$ cat config.mk
export PLATFORM = sky130hd
export DESIGN_NAME = quaternion_pose_composer_top_flat
export DESIGN_NICKNAME = d
export VERILOG_FILES = /design/src/hw/rtl/qpc_pkg.sv /design/src/hw/rtl/qpc_stream_if.sv /design/src/hw/rtl/quaternion_pose_composer_top.sv /design/src/hw/rtl/qpc_seq.sv /design/src/hw/rtl/qpc_mac.sv /design/src/flat_wrapper.sv
export VERILOG_INCLUDE_DIRS = /design/src /design/src/hw/rtl
export SDC_FILE = /design/constraint.sdc
export NUM_CORES = 2
export LEC_CHECK = 0
export BUFFER_PORTS_ARGS = -buffer_cell sky130_fd_sc_hd__buf_2
export CAP_MARGIN = 25
export CORE_MARGIN = 4
export CORE_UTILIZATION = 35
export CTS_CLUSTER_SIZE = 30
export DETAILED_ROUTE_END_ITERATION = 10
export PLACE_DENSITY = 0.5
export SLEW_MARGIN = 20
export SYNTH_ARGS = -nofsm -noshare
export SYNTH_HDL_FRONTEND = slang
export SYNTH_SLANG_ARGS = --single-unit
export TNS_END_PERCENT = 50
$ cat constraint.sdc
create_clock -name clk_i -period 8.93 [get_ports clk_i]
set_input_delay 1.786 -clock clk_i [delete_from_list [all_inputs] [get_ports clk_i]]
set_output_delay 1.786 -clock clk_i [all_outputs]
set_load 0.005 [all_outputs]
$ cat src/hw/rtl/quaternion_pose_composer_top_macros.svh
// ----------------------------------------------------------------------------
// Quaternion pose composer assertion macros
// Concurrent assertion wrappers, compiled out for synthesis.
// ----------------------------------------------------------------------------
`ifndef QUATERNION_POSE_COMPOSER_TOP_MACROS_SVH
`define QUATERNION_POSE_COMPOSER_TOP_MACROS_SVH
`ifndef SYNTHESIS
// checked outside reset
`define QPC_ASSERT(lbl, clk, rst_n, prop) \
  lbl: assert property (@(posedge clk) disable iff (!rst_n) (prop)) \
    else $error("qpc assertion failed");
// checked on every edge, reset included
`define QPC_ASSERT_ALWAYS(lbl, clk, prop) \
  lbl: assert property (@(posedge clk) (prop)) \
    else $error("qpc assertion failed");
`else
`define QPC_ASSERT(lbl, clk, rst_n, prop)
`define QPC_ASSERT_ALWAYS(lbl, clk, prop)
`endif
`endif

$ cat src/hw/rtl/qpc_pkg.sv
// ----------------------------------------------------------------------------
// Quaternion pose composer package
// Formats, request/response payloads, step microcode and saturation helpers.
// ----------------------------------------------------------------------------
`timescale 1ns / 1ps

package qpc_pkg;

  localparam int unsigned POS_W          = 32;
  localparam int unsigned QUAT_W         = 16;
  localparam int unsigned QUAT_FRAC_BITS = 14;
  localparam int unsigned PROD_W         = POS_W + QUAT_W;
  localparam int unsigned ACC_W          = PROD_W + 2;
  localparam int unsigned CW_W           = 36;
  localparam int unsigned SUM_W          = 38;
  localparam int unsigned NUM_STEPS      = 31;
  localparam int unsigned ROT_STEPS      = 15;
  localparam int unsigned STEP_W         = $clog2(NUM_STEPS);

  localparam logic [1:0] MODE_LOAD    = 2'd0;
  localparam logic [1:0] MODE_COMPOSE = 2'd1;
  localparam logic [1:0] MODE_POINT   = 2'd2;

  localparam logic [1:0] A_X = 2'd0;
  localparam logic [1:0] A_Y = 2'd1;
  localparam logic [1:0] A_Z = 2'd2;
  localparam logic [1:0] A_W = 2'd3;

  localparam logic [STEP_W-1:0] LAST_COMPOSE = STEP_W'(NUM_STEPS - 1);
  localparam logic [STEP_W-1:0] LAST_POINT   = STEP_W'(ROT_STEPS - 1);

  localparam logic signed [QUAT_W-1:0] QUAT_ONE = QUAT_W'(1 << QUAT_FRAC_BITS);

  localparam logic signed [ACC_W-1:0] HALF_T = ACC_W'(1) <<< (QUAT_FRAC_BITS - 2);
  localparam logic signed [ACC_W-1:0] HALF_Q = ACC_W'(1) <<< (QUAT_FRAC_BITS - 1);

  localparam logic signed [ACC_W-1:0] POS_HI  = (ACC_W'(1) <<< (POS_W - 1)) - ACC_W'(1);
  localparam logic signed [ACC_W-1:0] POS_LO  = -POS_HI - ACC_W'(1);
  localparam logic signed [ACC_W-1:0] QUAT_HI = (ACC_W'(1) <<< (QUAT_W - 1)) - ACC_W'(1);
  localparam logic signed [ACC_W-1:0] QUAT_LO = -QUAT_HI - ACC_W'(1);

  typedef struct packed {
    logic [1:0]              mode;
    logic signed [POS_W-1:0]  in_pos_x;
    logic signed [POS_W-1:0]  in_pos_y;
    logic signed [POS_W-1:0]  in_pos_z;
    logic signed [QUAT_W-1:0] in_quat_x;
    logic signed [QUAT_W-1:0] in_quat_y;
    logic signed [QUAT_W-1:0] in_quat_z;
    logic signed [QUAT_W-1:0] in_quat_w;
  } req_t;

  typedef struct packed {
    logic signed [POS_W-1:0]  out_pos_x;
    logic signed [POS_W-1:0]  out_pos_y;
    logic signed [POS_W-1:0]  out_pos_z;
    logic signed [QUAT_W-1:0] out_quat_x;
    logic signed [QUAT_W-1:0] out_quat_y;
    logic signed [QUAT_W-1:0] out_quat_z;
    logic signed [QUAT_W-1:0] out_quat_w;
  } rsp_t;

  typedef enum logic [3:0] {
    B_VX, B_VY, B_VZ, B_TX, B_TY, B_TZ, B_QX, B_QY, B_QZ, B_QW
  } opb_e;

  typedef enum logic [1:0] {
    WB_T, WB_C, WB_W, WB_Q
  } wb_e;

  typedef enum logic [2:0] {
    S_IDLE, S_RUN, S_DRAIN, S_FIN_R, S_FIN_P, S_DONE
  } seq_state_e;

  typedef struct packed {
    logic [1:0] a_sel;
    opb_e       b_sel;
    logic       neg;
    logic       first;
    logic       last;
    wb_e        wb;
    logic [1:0] idx;
  } step_t;

  typedef struct packed {
    logic  issue;
    step_t step;
    logic  fin_r;
    logic  fin_p;
    logic  push;
  } seq_ctrl_t;

  typedef struct packed {
    logic                    valid;
    wb_e                     wb;
    logic [1:0]              idx;
    logic signed [ACC_W-1:0] value;
  } mac_wb_t;

  function automatic step_t mk_step(input logic [1:0] a, input opb_e b, input logic neg,
                                    input logic first, input logic last, input wb_e wb,
                                    input logic [1:0] idx);
    step_t s;
    s.a_sel = a;
    s.b_sel = b;
    s.neg   = neg;
    s.first = first;
    s.last  = last;
    s.wb    = wb;
    s.idx   = idx;
    return s;
  endfunction

  // rotation: t = 2(qv x v), c = qv x t, w = qw*t; then Hamilton stored * input
  function automatic step_t step_ctrl(input logic [STEP_W-1:0] n);
    step_t s;
    case (n)
      5'd0:    s = mk_step(A_Y, B_VZ, 1'b0, 1'b1, 1'b0, WB_T, 2'd0);
      5'd1:    s = mk_step(A_Z, B_VY, 1'b1, 1'b0, 1'b1, WB_T, 2'd0);
      5'd2:    s = mk_step(A_Z, B_VX, 1'b0, 1'b1, 1'b0, WB_T, 2'd1);
      5'd3:    s = mk_step(A_X, B_VZ, 1'b1, 1'b0, 1'b1, WB_T, 2'd1);
      5'd4:    s = mk_step(A_X, B_VY, 1'b0, 1'b1, 1'b0, WB_T, 2'd2);
      5'd5:    s = mk_step(A_Y, B_VX, 1'b1, 1'b0, 1'b1, WB_T, 2'd2);
      5'd6:    s = mk_step(A_Z, B_TY, 1'b1, 1'b1, 1'b0, WB_C, 2'd0);
      5'd7:    s = mk_step(A_Y, B_TZ, 1'b0, 1'b0, 1'b1, WB_C, 2'd0);
      5'd8:    s = mk_step(A_Z, B_TX, 1'b0, 1'b1, 1'b0, WB_C, 2'd1);
      5'd9:    s = mk_step(A_X, B_TZ, 1'b1, 1'b0, 1'b1, WB_C, 2'd1);
      5'd10:   s = mk_step(A_X, B_TY, 1'b0, 1'b1, 1'b0, WB_C, 2'd2);
      5'd11:   s = mk_step(A_Y, B_TX, 1'b1, 1'b0, 1'b1, WB_C, 2'd2);
      5'd12:   s = mk_step(A_W, B_TX, 1'b0, 1'b1, 1'b1, WB_W, 2'd0);
      5'd13:   s = mk_step(A_W, B_TY, 1'b0, 1'b1, 1'b1, WB_W, 2'd1);
      5'd14:   s = mk_step(A_W, B_TZ, 1'b0, 1'b1, 1'b1, WB_W, 2'd2);
      5'd15:   s = mk_step(A_W, B_QX, 1'b0, 1'b1, 1'b0, WB_Q, 2'd0);
      5'd16:   s = mk_step(A_X, B_QW, 1'b0, 1'b0, 1'b0, WB_Q, 2'd0);
      5'd17:   s = mk_step(A_Y, B_QZ, 1'b0, 1'b0, 1'b0, WB_Q, 2'd0);
      5'd18:   s = mk_step(A_Z, B_QY, 1'b1, 1'b0, 1'b1, WB_Q, 2'd0);
      5'd19:   s = mk_step(A_W, B_QY, 1'b0, 1'b1, 1'b0, WB_Q, 2'd1);
      5'd20:   s = mk_step(A_X, B_QZ, 1'b1, 1'b0, 1'b0, WB_Q, 2'd1);
      5'd21:   s = mk_step(A_Y, B_QW, 1'b0, 1'b0, 1'b0, WB_Q, 2'd1);
      5'd22:   s = mk_step(A_Z, B_QX, 1'b0, 1'b0, 1'b1, WB_Q, 2'd1);
      5'd23:   s = mk_step(A_W, B_QZ, 1'b0, 1'b1, 1'b0, WB_Q, 2'd2);
      5'd24:   s = mk_step(A_X, B_QY, 1'b0, 1'b0, 1'b0, WB_Q, 2'd2);
      5'd25:   s = mk_step(A_Y, B_QX, 1'b1, 1'b0, 1'b0, WB_Q, 2'd2);
      5'd26:   s = mk_step(A_Z, B_QW, 1'b0, 1'b0, 1'b1, WB_Q, 2'd2);
      5'd27:   s = mk_step(A_W, B_QW, 1'b0, 1'b1, 1'b0, WB_Q, 2'd3);
      5'd28:   s = mk_step(A_X, B_QX, 1'b1, 1'b0, 1'b0, WB_Q, 2'd3);
      5'd29:   s = mk_step(A_Y, B_QY, 1'b1, 1'b0, 1'b0, WB_Q, 2'd3);
      5'd30:   s = mk_step(A_Z, B_QZ, 1'b1, 1'b0, 1'b1, WB_Q, 2'd3);
      default: s = mk_step(A_X, B_VX, 1'b0, 1'b1, 1'b0, WB_T, 2'd0);
    endcase
    return s;
  endfunction

  function automatic logic signed [POS_W-1:0] sat_pos(input logic signed [ACC_W-1:0] x);
    logic signed [POS_W-1:0] r;
    if (x > POS_HI) begin
      r = POS_W'(POS_HI);
    end else if (x < POS_LO) begin
      r = POS_W'(POS_LO);
    end else begin
      r = POS_W'(x);
    end
    return r;
  endfunction

  function automatic logic signed [QUAT_W-1:0] sat_quat(input logic signed [ACC_W-1:0] x);
    logic signed [QUAT_W-1:0] r;
    if (x > QUAT_HI) begin
      r = QUAT_W'(QUAT_HI);
    end else if (x < QUAT_LO) begin
      r = QUAT_W'(QUAT_LO);
    end else begin
      r = QUAT_W'(x);
    end
    return r;
  endfunction

endpackage

$ cat src/hw/rtl/qpc_stream_if.sv
// ----------------------------------------------------------------------------
// Quaternion pose composer stream channel
// Valid/ready channel carrying one request or response payload.
// ----------------------------------------------------------------------------
`timescale 1ns / 1ps

interface qpc_stream_if #(
  parameter type payload_t = logic
) ();

  logic     valid;
  logic     ready;
  payload_t data;

  modport source (output valid, output data, input ready);
  modport sink   (input valid, input data, output ready);

endinterface

$ cat src/hw/rtl/quaternion_pose_composer_top.sv
// ----------------------------------------------------------------------------
// Quaternion pose composer
// Keeps a world pose (Q16.16 position, Q1.14 quaternion) of a kinematic chain
// and loads, composes onto or transforms a point with it.
// ----------------------------------------------------------------------------
// One request at a time. A load or unused mode goes straight to the response
// stage; a point transform or a pose composition runs the microcode: a single
// registered 16x32 multiplier with its accumulator works through the 15
// rotation products and, for a composition, the 16 Hamilton products one per
// cycle, followed by a drain state and the two final saturating sums. A
// finished response sits in an output register, so the next request is taken
// as soon as the result has moved there; a load or composition stores its pose then.
`timescale 1ns / 1ps

`include "quaternion_pose_composer_top_macros.svh"

module quaternion_pose_composer_top
  import qpc_pkg::*;
(
  input logic          clk_i,
  input logic          rst_ni,
  qpc_stream_if.sink   req_i,
  qpc_stream_if.source rsp_o
);

  logic accept;
  logic out_free;
  logic seq_ready;

  seq_ctrl_t ctrl;
  mac_wb_t   wb;

  req_t req_q;
  rsp_t rsp_q;
  logic rsp_valid_q;

  logic signed [POS_W-1:0]  world_pos_q  [3];
  logic signed [QUAT_W-1:0] world_quat_q [4];
  logic signed [POS_W-1:0]  res_pos_q    [3];
  logic signed [QUAT_W-1:0] res_quat_q   [4];
  logic signed [POS_W-1:0]  t_q          [3];
  logic signed [CW_W-1:0]   c_q          [3];
  logic signed [CW_W-1:0]   w_q          [3];
  logic signed [POS_W-1:0]  r_q          [3];

  logic signed [POS_W-1:0]  in_pos  [3];
  logic signed [QUAT_W-1:0] in_quat [4];
  logic signed [QUAT_W-1:0] in_quat_a [4];
  logic signed [POS_W-1:0]  in_pos_a  [3];
  logic signed [QUAT_W-1:0] op_a;
  logic signed [POS_W-1:0]  op_b;

  assign accept      = req_i.valid && req_i.ready;
  assign out_free    = !rsp_valid_q || rsp_o.ready;
  assign req_i.ready = seq_ready;
  assign rsp_o.valid = rsp_valid_q;
  assign rsp_o.data  = rsp_q;

  assign in_pos[0]  = req_q.in_pos_x;
  assign in_pos[1]  = req_q.in_pos_y;
  assign in_pos[2]  = req_q.in_pos_z;
  assign in_quat[0] = req_q.in_quat_x;
  assign in_quat[1] = req_q.in_quat_y;
  assign in_quat[2] = req_q.in_quat_z;
  assign in_quat[3] = req_q.in_quat_w;

  assign in_pos_a[0]  = req_i.data.in_pos_x;
  assign in_pos_a[1]  = req_i.data.in_pos_y;
  assign in_pos_a[2]  = req_i.data.in_pos_z;
  assign in_quat_a[0] = req_i.data.in_quat_x;
  assign in_quat_a[1] = req_i.data.in_quat_y;
  assign in_quat_a[2] = req_i.data.in_quat_z;
  assign in_quat_a[3] = req_i.data.in_quat_w;

  qpc_seq u_seq (
    .clk_i      (clk_i),
    .rst_ni     (rst_ni),
    .accept_i   (accept),
    .mode_i     (req_i.data.mode),
    .out_free_i (out_free),
    .ready_o    (seq_ready),
    .ctrl_o     (ctrl)
  );

  assign op_a = world_quat_q[ctrl.step.a_sel];

  always_comb begin
    case (ctrl.step.b_sel)
      B_VX:    op_b = in_pos[0];
      B_VY:    op_b = in_pos[1];
      B_VZ:    op_b = in_pos[2];
      B_TX:    op_b = t_q[0];
      B_TY:    op_b = t_q[1];
      B_TZ:    op_b = t_q[2];
      B_QX:    op_b = POS_W'(in_quat[0]);
      B_QY:    op_b = POS_W'(in_quat[1]);
      B_QZ:    op_b = POS_W'(in_quat[2]);
      B_QW:    op_b = POS_W'(in_quat[3]);
      default: op_b = '0;
    endcase
  end

  qpc_mac u_mac (
    .clk_i   (clk_i),
    .rst_ni  (rst_ni),
    .issue_i (ctrl.issue),
    .step_i  (ctrl.step),
    .a_i     (op_a),
    .b_i     (op_b),
    .wb_o    (wb)
  );

  // working registers and pending result
  always_ff @(posedge clk_i) begin
    if (accept) begin
      req_q <= req_i.data;
      for (int i = 0; i < 3; i++) begin
        res_pos_q[i] <= (req_i.data.mode == MODE_LOAD) ? in_pos_a[i] : world_pos_q[i];
      end
      for (int i = 0; i < 4; i++) begin
        res_quat_q[i] <= (req_i.data.mode == MODE_LOAD) ? in_quat_a[i] : world_quat_q[i];
      end
    end
    if (wb.valid) begin
      case (wb.wb)
        WB_T: begin
          for (int i = 0; i < 3; i++) begin
            if (wb.idx == 2'(i)) t_q[i] <= sat_pos(wb.value);
          end
        end
        WB_C: begin
          for (int i = 0; i < 3; i++) begin
            if (wb.idx == 2'(i)) c_q[i] <= CW_W'(wb.value);
          end
        end
        WB_W: begin
          for (int i = 0; i < 3; i++) begin
            if (wb.idx == 2'(i)) w_q[i] <= CW_W'(wb.value);
          end
        end
        WB_Q: begin
          for (int i = 0; i < 4; i++) begin
            if (wb.idx == 2'(i)) res_quat_q[i] <= sat_quat(wb.value);
          end
        end
        default: ;
      endcase
    end
    if (ctrl.fin_r) begin
      for (int i = 0; i < 3; i++) begin
        r_q[i] <= sat_pos(ACC_W'(SUM_W'(in_pos[i]) + SUM_W'(w_q[i]) + SUM_W'(c_q[i])));
      end
    end
    if (ctrl.fin_p) begin
      for (int i = 0; i < 3; i++) begin
        res_pos_q[i] <= sat_pos(ACC_W'(SUM_W'(r_q[i]) + SUM_W'(world_pos_q[i])));
      end
    end
    if (ctrl.push) begin
      rsp_q.out_pos_x  <= res_pos_q[0];
      rsp_q.out_pos_y  <= res_pos_q[1];
      rsp_q.out_pos_z  <= res_pos_q[2];
      rsp_q.out_quat_x <= res_quat_q[0];
      rsp_q.out_quat_y <= res_quat_q[1];
      rsp_q.out_quat_z <= res_quat_q[2];
      rsp_q.out_quat_w <= res_quat_q[3];
    end
  end

  always_ff @(posedge clk_i or negedge rst_ni) begin
    if (!rst_ni) begin
      rsp_valid_q <= 1'b0;
      for (int i = 0; i < 3; i++) begin
        world_pos_q[i] <= '0;
      end
      for (int i = 0; i < 3; i++) begin
        world_quat_q[i] <= '0;
      end
      world_quat_q[3] <= QUAT_ONE;
    end else begin
      if (ctrl.push) begin
        rsp_valid_q <= 1'b1;
      end else if (rsp_o.ready) begin
        rsp_valid_q <= 1'b0;
      end
      if (ctrl.push && (req_q.mode == MODE_LOAD || req_q.mode == MODE_COMPOSE)) begin
        for (int i = 0; i < 3; i++) begin
          world_pos_q[i] <= res_pos_q[i];
        end
        for (int i = 0; i < 4; i++) begin
          world_quat_q[i] <= res_quat_q[i];
        end
      end
    end
  end

  `QPC_ASSERT(a_point_keeps_pose, clk_i, rst_ni, (ctrl.push && req_q.mode == MODE_POINT) |=> ($stable(world_pos_q[0]) && $stable(world_quat_q[3])))
  `QPC_ASSERT(a_busy_after_accept, clk_i, rst_ni, accept |=> !req_i.ready)
  `QPC_ASSERT_ALWAYS(a_no_rsp_in_reset, clk_i, !rst_ni |-> !rsp_valid_q)

endmodule

$ cat src/hw/rtl/qpc_seq.sv
// ----------------------------------------------------------------------------
// Quaternion pose composer sequencer
// Steps the shared multiply-accumulate unit through the microcode (point and
// compose only), then the final sums and the hand-off to the response register.
// ----------------------------------------------------------------------------
`timescale 1ns / 1ps

`include "quaternion_pose_composer_top_macros.svh"

module qpc_seq
  import qpc_pkg::*;
(
  input  logic      clk_i,
  input  logic      rst_ni,
  input  logic      accept_i,
  input  logic [1:0] mode_i,
  input  logic      out_free_i,
  output logic      ready_o,
  output seq_ctrl_t ctrl_o
);

  seq_state_e        state_q, state_d;
  logic [STEP_W-1:0] step_q, step_d;
  logic [STEP_W-1:0] end_q, end_d;

  always_comb begin
    state_d = state_q;
    step_d  = step_q;
    end_d   = end_q;
    case (state_q)
      S_IDLE: begin
        if (accept_i) begin
          step_d = '0;
          if (mode_i == MODE_COMPOSE) begin
            state_d = S_RUN;
            end_d   = LAST_COMPOSE;
          end else if (mode_i == MODE_POINT) begin
            state_d = S_RUN;
            end_d   = LAST_POINT;
          end else begin
            state_d = S_DONE;
          end
        end
      end
      S_RUN: begin
        if (step_q == end_q) begin
          state_d = S_DRAIN;
        end else begin
          step_d = step_q + STEP_W'(1);
        end
      end
      S_DRAIN: state_d = S_FIN_R;
      S_FIN_R: state_d = S_FIN_P;
      S_FIN_P: state_d = S_DONE;
      S_DONE: begin
        if (out_free_i) begin
          state_d = S_IDLE;
        end
      end
      default: state_d = S_IDLE;
    endcase
  end

  always_comb begin
    ready_o      = 1'b0;
    ctrl_o       = '0;
    ctrl_o.step  = step_ctrl(step_q);
    case (state_q)
      S_IDLE:  ready_o      = 1'b1;
      S_RUN:   ctrl_o.issue = 1'b1;
      S_FIN_R: ctrl_o.fin_r = 1'b1;
      S_FIN_P: ctrl_o.fin_p = 1'b1;
      S_DONE:  ctrl_o.push  = out_free_i;
      default: ready_o      = 1'b0;
    endcase
  end

  always_ff @(posedge clk_i or negedge rst_ni) begin
    if (!rst_ni) begin
      state_q <= S_IDLE;
      step_q  <= '0;
      end_q   <= '0;
    end else begin
      state_q <= state_d;
      step_q  <= step_d;
      end_q   <= end_d;
    end
  end

  `QPC_ASSERT(a_run_in_range, clk_i, rst_ni, state_q == S_RUN |-> step_q <= end_q)
  `QPC_ASSERT(a_compose_start, clk_i, rst_ni, (accept_i && mode_i == MODE_COMPOSE) |=> (state_q == S_RUN && step_q == '0 && end_q == LAST_COMPOSE))
  `QPC_ASSERT(a_fin_order, clk_i, rst_ni, ctrl_o.fin_p |-> $past(ctrl_o.fin_r))

endmodule

$ cat src/hw/rtl/qpc_mac.sv
// ----------------------------------------------------------------------------
// Quaternion pose composer multiply-accumulate unit
// Registered 16x32 signed product feeding a rounding accumulator; emits the
// rounded term on the last product of each sum.
// ----------------------------------------------------------------------------
`timescale 1ns / 1ps

module qpc_mac
  import qpc_pkg::*;
(
  input  logic                     clk_i,
  input  logic                     rst_ni,
  input  logic                     issue_i,
  input  step_t                    step_i,
  input  logic signed [QUAT_W-1:0] a_i,
  input  logic signed [POS_W-1:0]  b_i,
  output mac_wb_t                  wb_o
);

  logic signed [PROD_W-1:0] prod_q;
  logic signed [ACC_W-1:0]  acc_q, acc_d;
  logic signed [ACC_W-1:0]  base, term;
  step_t                    ctl_q;
  logic                     vld_q;

  always_ff @(posedge clk_i) begin
    if (issue_i) begin
      prod_q <= PROD_W'(a_i) * PROD_W'(b_i);
      ctl_q  <= step_i;
    end
    if (vld_q) begin
      acc_q <= acc_d;
    end
  end

  always_ff @(posedge clk_i or negedge rst_ni) begin
    if (!rst_ni) begin
      vld_q <= 1'b0;
    end else begin
      vld_q <= issue_i;
    end
  end

  // rounding offset seeds the first product of each sum
  always_comb begin
    if (ctl_q.first) begin
      base = (ctl_q.wb == WB_T) ? HALF_T : HALF_Q;
    end else begin
      base = acc_q;
    end
    term  = ACC_W'(prod_q);
    acc_d = ctl_q.neg ? (base - term) : (base + term);
  end

  always_comb begin
    wb_o.valid = vld_q && ctl_q.last;
    wb_o.wb    = ctl_q.wb;
    wb_o.idx   = ctl_q.idx;
    if (ctl_q.wb == WB_T) begin
      wb_o.value = acc_d >>> (QUAT_FRAC_BITS - 1);
    end else begin
      wb_o.value = acc_d >>> QUAT_FRAC_BITS;
    end
  end

endmodule

$ cat src/flat_wrapper.sv
// flat-port wrapper written by rule: the top's interface ports become plain ports
module quaternion_pose_composer_top_flat import qpc_pkg::*;
  (clk_i, rst_ni, req_i_valid, req_i_data, req_i_ready, rsp_o_valid, rsp_o_data, rsp_o_ready);
  qpc_stream_if #(.payload_t(req_t)) req_i_i ();
  qpc_stream_if #(.payload_t(rsp_t)) rsp_o_i ();
  input logic clk_i;
  input logic rst_ni;
  input wire logic [$bits(req_i_i.valid)-1:0] req_i_valid;
  input wire logic [$bits(req_i_i.data)-1:0] req_i_data;
  output wire logic [$bits(req_i_i.ready)-1:0] req_i_ready;
  output wire logic [$bits(rsp_o_i.valid)-1:0] rsp_o_valid;
  output wire logic [$bits(rsp_o_i.data)-1:0] rsp_o_data;
  input wire logic [$bits(rsp_o_i.ready)-1:0] rsp_o_ready;
  assign req_i_i.valid = req_i_valid;
  assign req_i_i.data = req_i_data;
  assign req_i_ready = req_i_i.ready;
  assign rsp_o_valid = rsp_o_i.valid;
  assign rsp_o_data = rsp_o_i.data;
  assign rsp_o_i.ready = rsp_o_ready;
  quaternion_pose_composer_top u_core (.clk_i(clk_i), .rst_ni(rst_ni), .req_i(req_i_i), .rsp_o(rsp_o_i));
endmodule
==> Word-level counts from Yosys, hierarchy flattened <==
Memory sizes are Yosys's and may differ from the RTL's.
Cells that the tools add are included.
W data, S select, Z words.
{ "op_classes": {"n_mul": 1, "bitwise_logic": 8, "add_sub_neg": 12, "reduce_logical": 24, "muxes": 150, "eq_ne": 28, "n_lt_le_gt_ge": 17} }
{ "ops": {"columns": ["cell", "count"], "rows": [
  ["$mux W32", 37],
  ["$mux W16", 24],
  ["$pmux W32 S10", 1],
  ["$gt A50 B32 Y1 const B", 6],
  ["$lt A50 B32 Y1 const B", 6],
  ["$mux W36", 5],
  ["$reduce_or A36 Y1", 4],
  ["$add A37 B36 Y38", 3],
  ["$add A32 B36 Y37", 3],
  ["$mux W50", 2],
  ["$add A32 B32 Y33", 3],
  ["$reduce_or A32 Y1", 2],
  ["$mux W1", 62],
  ["$add A50 B48 Y50", 1],
  ["$sub A50 B48 Y50", 1],
  ["$mul A16 B32 Y48", 1],
  ["$gt A37 B16 Y1 const B", 1],
  ["$gt A37 B32 Y1 const B", 1],
  ["$lt A37 B16 Y1 const B", 1],
  ["$lt A37 B32 Y1 const B", 1],
  ["$bmux W16 S2", 1],
  ["$mux W5", 4],
  ["$pmux W3 S6", 1],
  ["$eq A4 B3 Y1 const B", 4],
  ["other kinds (27)", 65]
]} }
{ "totals": {"register_bits": 602, "in_bits": 166, "ramBits": 568, "elab_cells": 281, "romBits": 416, "output_inout_bits": 162, "memories": 7} }
{ "mem_list": {"columns": ["memory", "words", "width", "read_ports", "rd_clocked_by_memory_dff", "wr", "line", "text"], "rows": [
  ["(no name shown)", 32, 13, 1, 0, 0, "qpc_pkg.sv:117", "case (n)"],
  ["u_core.c_q", 3, 36, 3, 0, 1, "quaternion_pose_composer_top.sv:42", "logic signed [CW_W-1:0] c_q [3];"],
  ["u_core.w_q", 3, 36, 3, 0, 1, "quaternion_pose_composer_top.sv:43", "logic signed [CW_W-1:0] w_q [3];"],
  ["u_core.r_q", 3, 32, 3, 0, 3, "quaternion_pose_composer_top.sv:44", "logic signed [POS_W-1:0] r_q [3];"],
  ["u_core.res_pos_q", 3, 32, 3, 0, 3, "quaternion_pose_composer_top.sv:39", "logic signed [POS_W-1:0] res_pos_q [3];"],
  ["u_core.t_q", 3, 32, 3, 0, 1, "quaternion_pose_composer_top.sv:41", "logic signed [POS_W-1:0] t_q [3];"],
  ["+1 memories", null, null, null, null, null, null, null]
]} }

==> Longest topological paths before layout <==
{ "logic_depth": {"depth_word": 14, "ltp_mapped": 42, "ltp_nobuf": 39} }

==> By module <==
From an unflattened synthesis, not the netlist that was laid out.
{ "hier_totals": {"cells_unflattened": 6967, "hier_area_um2": 79147.2} }
{ "modules_own_cells": {"columns": ["mod", "instances", "cells_each", "area_each_um2", "seq_area_each_um2"], "rows": [
  ["quaternion_pose_composer_top", 1, 3957, 52265.1, 30725.7],
  ["qpc_mac", 1, 2860, 25738.4, 3178.0],
  ["qpc_seq", 1, 150, 1143.6, 250.2]
]} }

==> Least setup slack after synthesis <==
No wires, ideal clock.
{ "synth_timing": {"path_type": "reg2reg", "from": "register u_core.u_seq.step_q[0]", "to": "register u_core.u_mac.prod_q[41] (data pin)", "required_ns": 8.668, "slack_ns": -0.220, "arrival_time_ns": 8.889, "synth_period_minus_slack_ns": 9.150, "n_path_buf": 3, "path_stages_with_launch": 40, "path_cell_list": "dfrtp_1 > clkbuf_1 > inv_1 > ha_1 > inv_1 > mux2i_1 > nand2_1 > o21ai_0 > o21ai_0 > nand2b_1 > nor2_1 > a22oi_1 > nand2_1 > clkbuf_1 > clkbuf_1 > nor3_1 > nor2_1 > fa_1 > [... 4 more ...] > fa_1 > fa_1 > inv_1 > fa_1 > inv_1 > ha_1 > a21o_1 > a21o_1 > a21oi_1 > o21a_1 > o221ai_1 > a21oi_1 > o2111ai_1 > a21oi_1 > o21ai_0 > a21boi_0 > o31ai_1 > xnor2_1"} }
{ "synth_between": {"elab_chain_len": 6, "elab_cells_between_ends": 17} }
{ "synth_lines": {"columns": ["element", "line", "text"], "rows": [
  ["start: declaration", "qpc_seq.sv:23", "logic [STEP_W-1:0] step_q, step_d;"],
  ["start signal: assignment", "qpc_seq.sv:85", "step_q <= step_d;"],
  ["$mem_v2 Z32 W13 *", null, null],
  ["$not A2 Y3 (not written as such)", "quaternion_pose_composer_top.sv:85", "assign op_a = world_quat_q[ctrl.step.a_sel];"],
  ["$bmux W16 S2", "quaternion_pose_composer_top.sv:85", null],
  ["$mux W16 (not written as such) (2 in a row)", "quaternion_pose_composer_top.sv:85", null],
  ["$mul A16 B32 Y48 *", "qpc_mac.sv:28", "prod_q <= PROD_W'(a_i) * PROD_W'(b_i);"],
  ["end signal: assignment", "qpc_mac.sv:28", null],
  ["end: declaration", "qpc_mac.sv:20", "logic signed [PROD_W-1:0] prod_q;"]
]} }
Every way passes the cells marked *; elsewhere a longest branch is shown, timed or not. The select of a mux whose other input is x is not followed.
A chain may end at the register's enable or synchronous reset.

==> Final worst setup path <==
{ "layout_timing": {"from": "register u_core.u_seq.step_q[1]", "to": "register u_core.u_mac.prod_q[47] (data pin)"} }
The elaborated chain is that of the path after synthesis.

==> metrics.md <==
| Metric | Value |
|---|---|
| Post-synth EDFFs | approximately 1000 |
| Post-Syn Area | roughly 0.079 sq mm |
| Clock transition at path regs | 0.06 ns |
| Post-layout min period | 8.77 ns |
| Core Area | about 0.22 sq mm |
| Seq/Total Area, Yosys | 0.435 |
| Fmax | about 110 MHz |
| Grt total ovfl | 0 |
| GR Util All Layers | 0.245 |
| Relative slew slack | 0.227 |
| Final nets | about 8800 |
| Max stage delay on crit path | around 0.53 ns |
| TritonCTS clock tree | yes |
| Placed wire-length estimate | 227000 um |
| Synth async-reset ratio | 0.148 |
| H-tree levels | 4 |
| Worst Setup Slack, final | between 0.15 and 0.2 ns |
| Yosys cell types | 101 |
| Status | completed |
| Ys flop type | edfxtp_1 |
| Arrival time worst endpoint | between 9 and 10 ns |
| Slowest CP cell | fa_2 |
| Critical Path RT | 9.47 ns |
| DRT Wirelength | roughly 290000 um |
| Iter 0 DRT Violations | between 5000 and 6000 |
| CP top delay family | adder cells |
| Post-route cell area | roughly 0.094 sq mm |
| Most used routing layer | met2 |
| Root buf cell | clkbuf_16 |
| GR Util met3 | 0.0323 |
| Syn Inst Count | about 7000 |
| Die width | a little under 500 um |
| Via count | ~58000 |
| Clk Latency, worst-skew pair | 0.84 ns |
| Clock buffer depth | 3 |
| Final Setup Violations | 0 |
| GPL Wtd Cong | approximately 0.96 |
| Vias per cell | between 5 and 6 |
| Final Cycle Share | 0.982 |
| Port Buffers | around 330 |
| RSZ-0062 raised after global routing | yes |
| First-pass DRT Iterations | 5 |
| Crit Path Category | flip-flop to flip-flop |
| CP max FO | 7 |
| Startpoint class of the critical path | flip-flop |
| Chip height | roughly 480 um |
| Syn_area_per_cell | 11.4 sq um |
| Area after DPL | roughly 0.088 sq mm |
| Setup Skew | ~0.061 ns |
| Vias in the first global route | a little under 60000 |
| Largest net degree at the start of global routing | between 100 and 150 |
| Fill count | approximately 21000 |
| Place WS | -0.536 ns |
| Hold WC Path Type | flip-flop to flip-flop |
| FF+latch count, synth | 1166 |
| DRC viols | 0 |
| Total CTS buffers | about 140 |
| I/O pins | 328 |
| Fin. Hold Viols | 0 |
| Initial antenna violation count | 16 |
| Antenna Nets Post-Route | 0 |
| Post-Syn Nets | 8045 |
| Initial Utilization | 0.353 |
| Synth Warn # | 0 |
| First-pass GRT wire length | about 410000 um |
| Die area | 0.232 sq mm |
| Commonest non-fill, non-tap cell in the layout | edfxtp_1 |
| Critical path buffers and inverters | 12 |
| Crit-path most repeated cell | fa_1 |
| Grt met2 use | 0.371 |
| Layout cells sized above 1 | 0.205 |
| Max Slew Vio Count | 0 |
| Measured slew at the worst slew-check pin | about 1.2 ns |
| Area grow syn2layout | 19.6% |
| Worst setup EP type | flip-flop |
| Clock sink count | 1166 |
| Rows | between 150 and 200 |
| Met1 Track Usage GR | 0.365 |
| Wire per inst | about 27 um |
| Max Cap Viol | 0 |
| Most frequent cells in the layout | edfxtp_1, inv_1, fa_1 |
## cells by family (layout without fill, tap and decap cells)
| group | count (synthesis) | after routing | synth area share |
|---|---|---|---|
| buffers and inverters | 996 | 1867 | 0.0483 |
| XOR/XNOR | 316 | 316 | 0.0358 |
| AND/OR/NAND/NOR | 1640 | 1640 | 0.0975 |
| AO/OA/AOI/OAI | 1470 | 1470 | 0.125 |
| adder cells (fa/ha/maj) | 981 | 981 | 0.214 |
| multiplexers | 329 | 329 | 0.0457 |
| other | 0 | 2 | 0 |
| flip-flops | 1166 | 1166 | 0.435 |
## flip-flops by register name (all words and copies together), names as in the netlist
register,cells
u_core.c_q,108
u_core.in_pos,96
u_core.in_quat,64
u_core.r_q,96
u_core.req_q,1
u_core.res_pos_q,96
u_core.res_quat_q,64
u_core.rsp_o.data,160
u_core.rsp_o.valid,1
u_core.t_q,96
u_core.u_mac.acc_q,50
u_core.u_mac.ctl_q,3
u_core.u_mac.prod_q,48
u_core.u_mac.vld_q,1
u_core.u_mac.wb_o,4
u_core.u_seq.end_q,2
u_core.u_seq.state_q,3
u_core.u_seq.step_q,5
u_core.w_q,108
u_core.world_pos_q,96
u_core.world_quat_q,64
## cells in the mapped netlist (all sizes together), types with 42 or more instances
master  number  share of area
or3         42         0.0033
o21bai      49         0.0047
o21ai      259          0.016
inv        713          0.034
ha         380          0.061
nand2b      76         0.0061
edfxtp     994           0.38
nor3        81         0.0054
nor2b      134          0.011
nand2      466          0.022
mux2i      148          0.019
a21o       215          0.021
xor2        91          0.010
and2        43         0.0034
clkbuf     247          0.012
xnor2      225          0.026
o22ai       76         0.0061
dfrtp      171          0.054
o21a        42         0.0040
a22oi      115          0.011
mux2       175          0.025
fa         601           0.15
and3        57         0.0045
nor2       555          0.027
a21oi      351          0.022
nand3       71         0.0045
a211oi      80         0.0078
## per-layer routing
| layer | routed length, um | vias to the layer above |
|---|---|---|
| li1 | - | 25845 |
| met1 | 135000 | 29681 |
| met2 | 127000 | 1805 |
| met3 | 16100 | 297 |
| met4 | 8610 | 4 |
| met5 | 23 | - |
## final timing paths
path	startpoint	endpoint	slack [ns]	depth (start not counted)
max in group asynchronous	rst_ni	u_core.u_mac.vld_q	6.66	2
min in group asynchronous	rst_ni	u_core.world_pos_q[63]	0.96	1
worst max register to register	u_core.u_seq.step_q[1]	u_core.u_mac.prod_q[47]	0.16	42
worst max-delay path	u_core.u_seq.step_q[1]	u_core.u_mac.prod_q[47]	0.16	42
worst min-delay path	u_core.res_pos_q[0][14]	u_core.rsp_o.data[142]	0.43	0
worst min register to register	u_core.res_pos_q[0][14]	u_core.rsp_o.data[142]	0.43	0
## what timing repair did
item | 4_1_cts | 5_1_grt
resized for setup | 69 | 163
hold buffers | 0 | 0
gates cloned | 0 | 1
setup endpoints to repair | 17 | 23
pin swaps | 23 | 73
buffers inserted | 7 | 29
## through the flow
step / setup TNS [ns] / cells / utilization / hold WS (ns)
CTS: 0 / 10714 / 0.417 / 0.431
global placement: -2.57 / 10440 / 0.394 / 0.430
finish: 0 / 10746 / 0.422 / 0.429
floorplan: 0 / 6898 / - / 0.420
detailed placement: -4.61 / 10447 / 0.394 / 0.429
global route: -1.02 / 10745 / 0.422 / 0.447
## area by class of cell
| cell class | count | area [sq um] | share of cell area |
|---|---|---|---|
| repair buffers | 894 | 6730 | 0.0716 |
| clock buffers | 173 | 3760 | 0.0400 |
| inverters | 713 | 2680 | 0.0285 |
| diodes | 2 | 5.00 | 0.0000532 |
| flip-flops and latches | 1166 | 34200 | 0.363 |
| clock inverters | 87 | 1090 | 0.0116 |
| well taps | 2975 | 3720 | 0.0396 |
| multi-input cells | 4736 | 41800 | 0.445 |
Power is left out: the tool's default activity adds up to more than one toggle a clock period on the data nets, which glitch-free logic cannot reach.
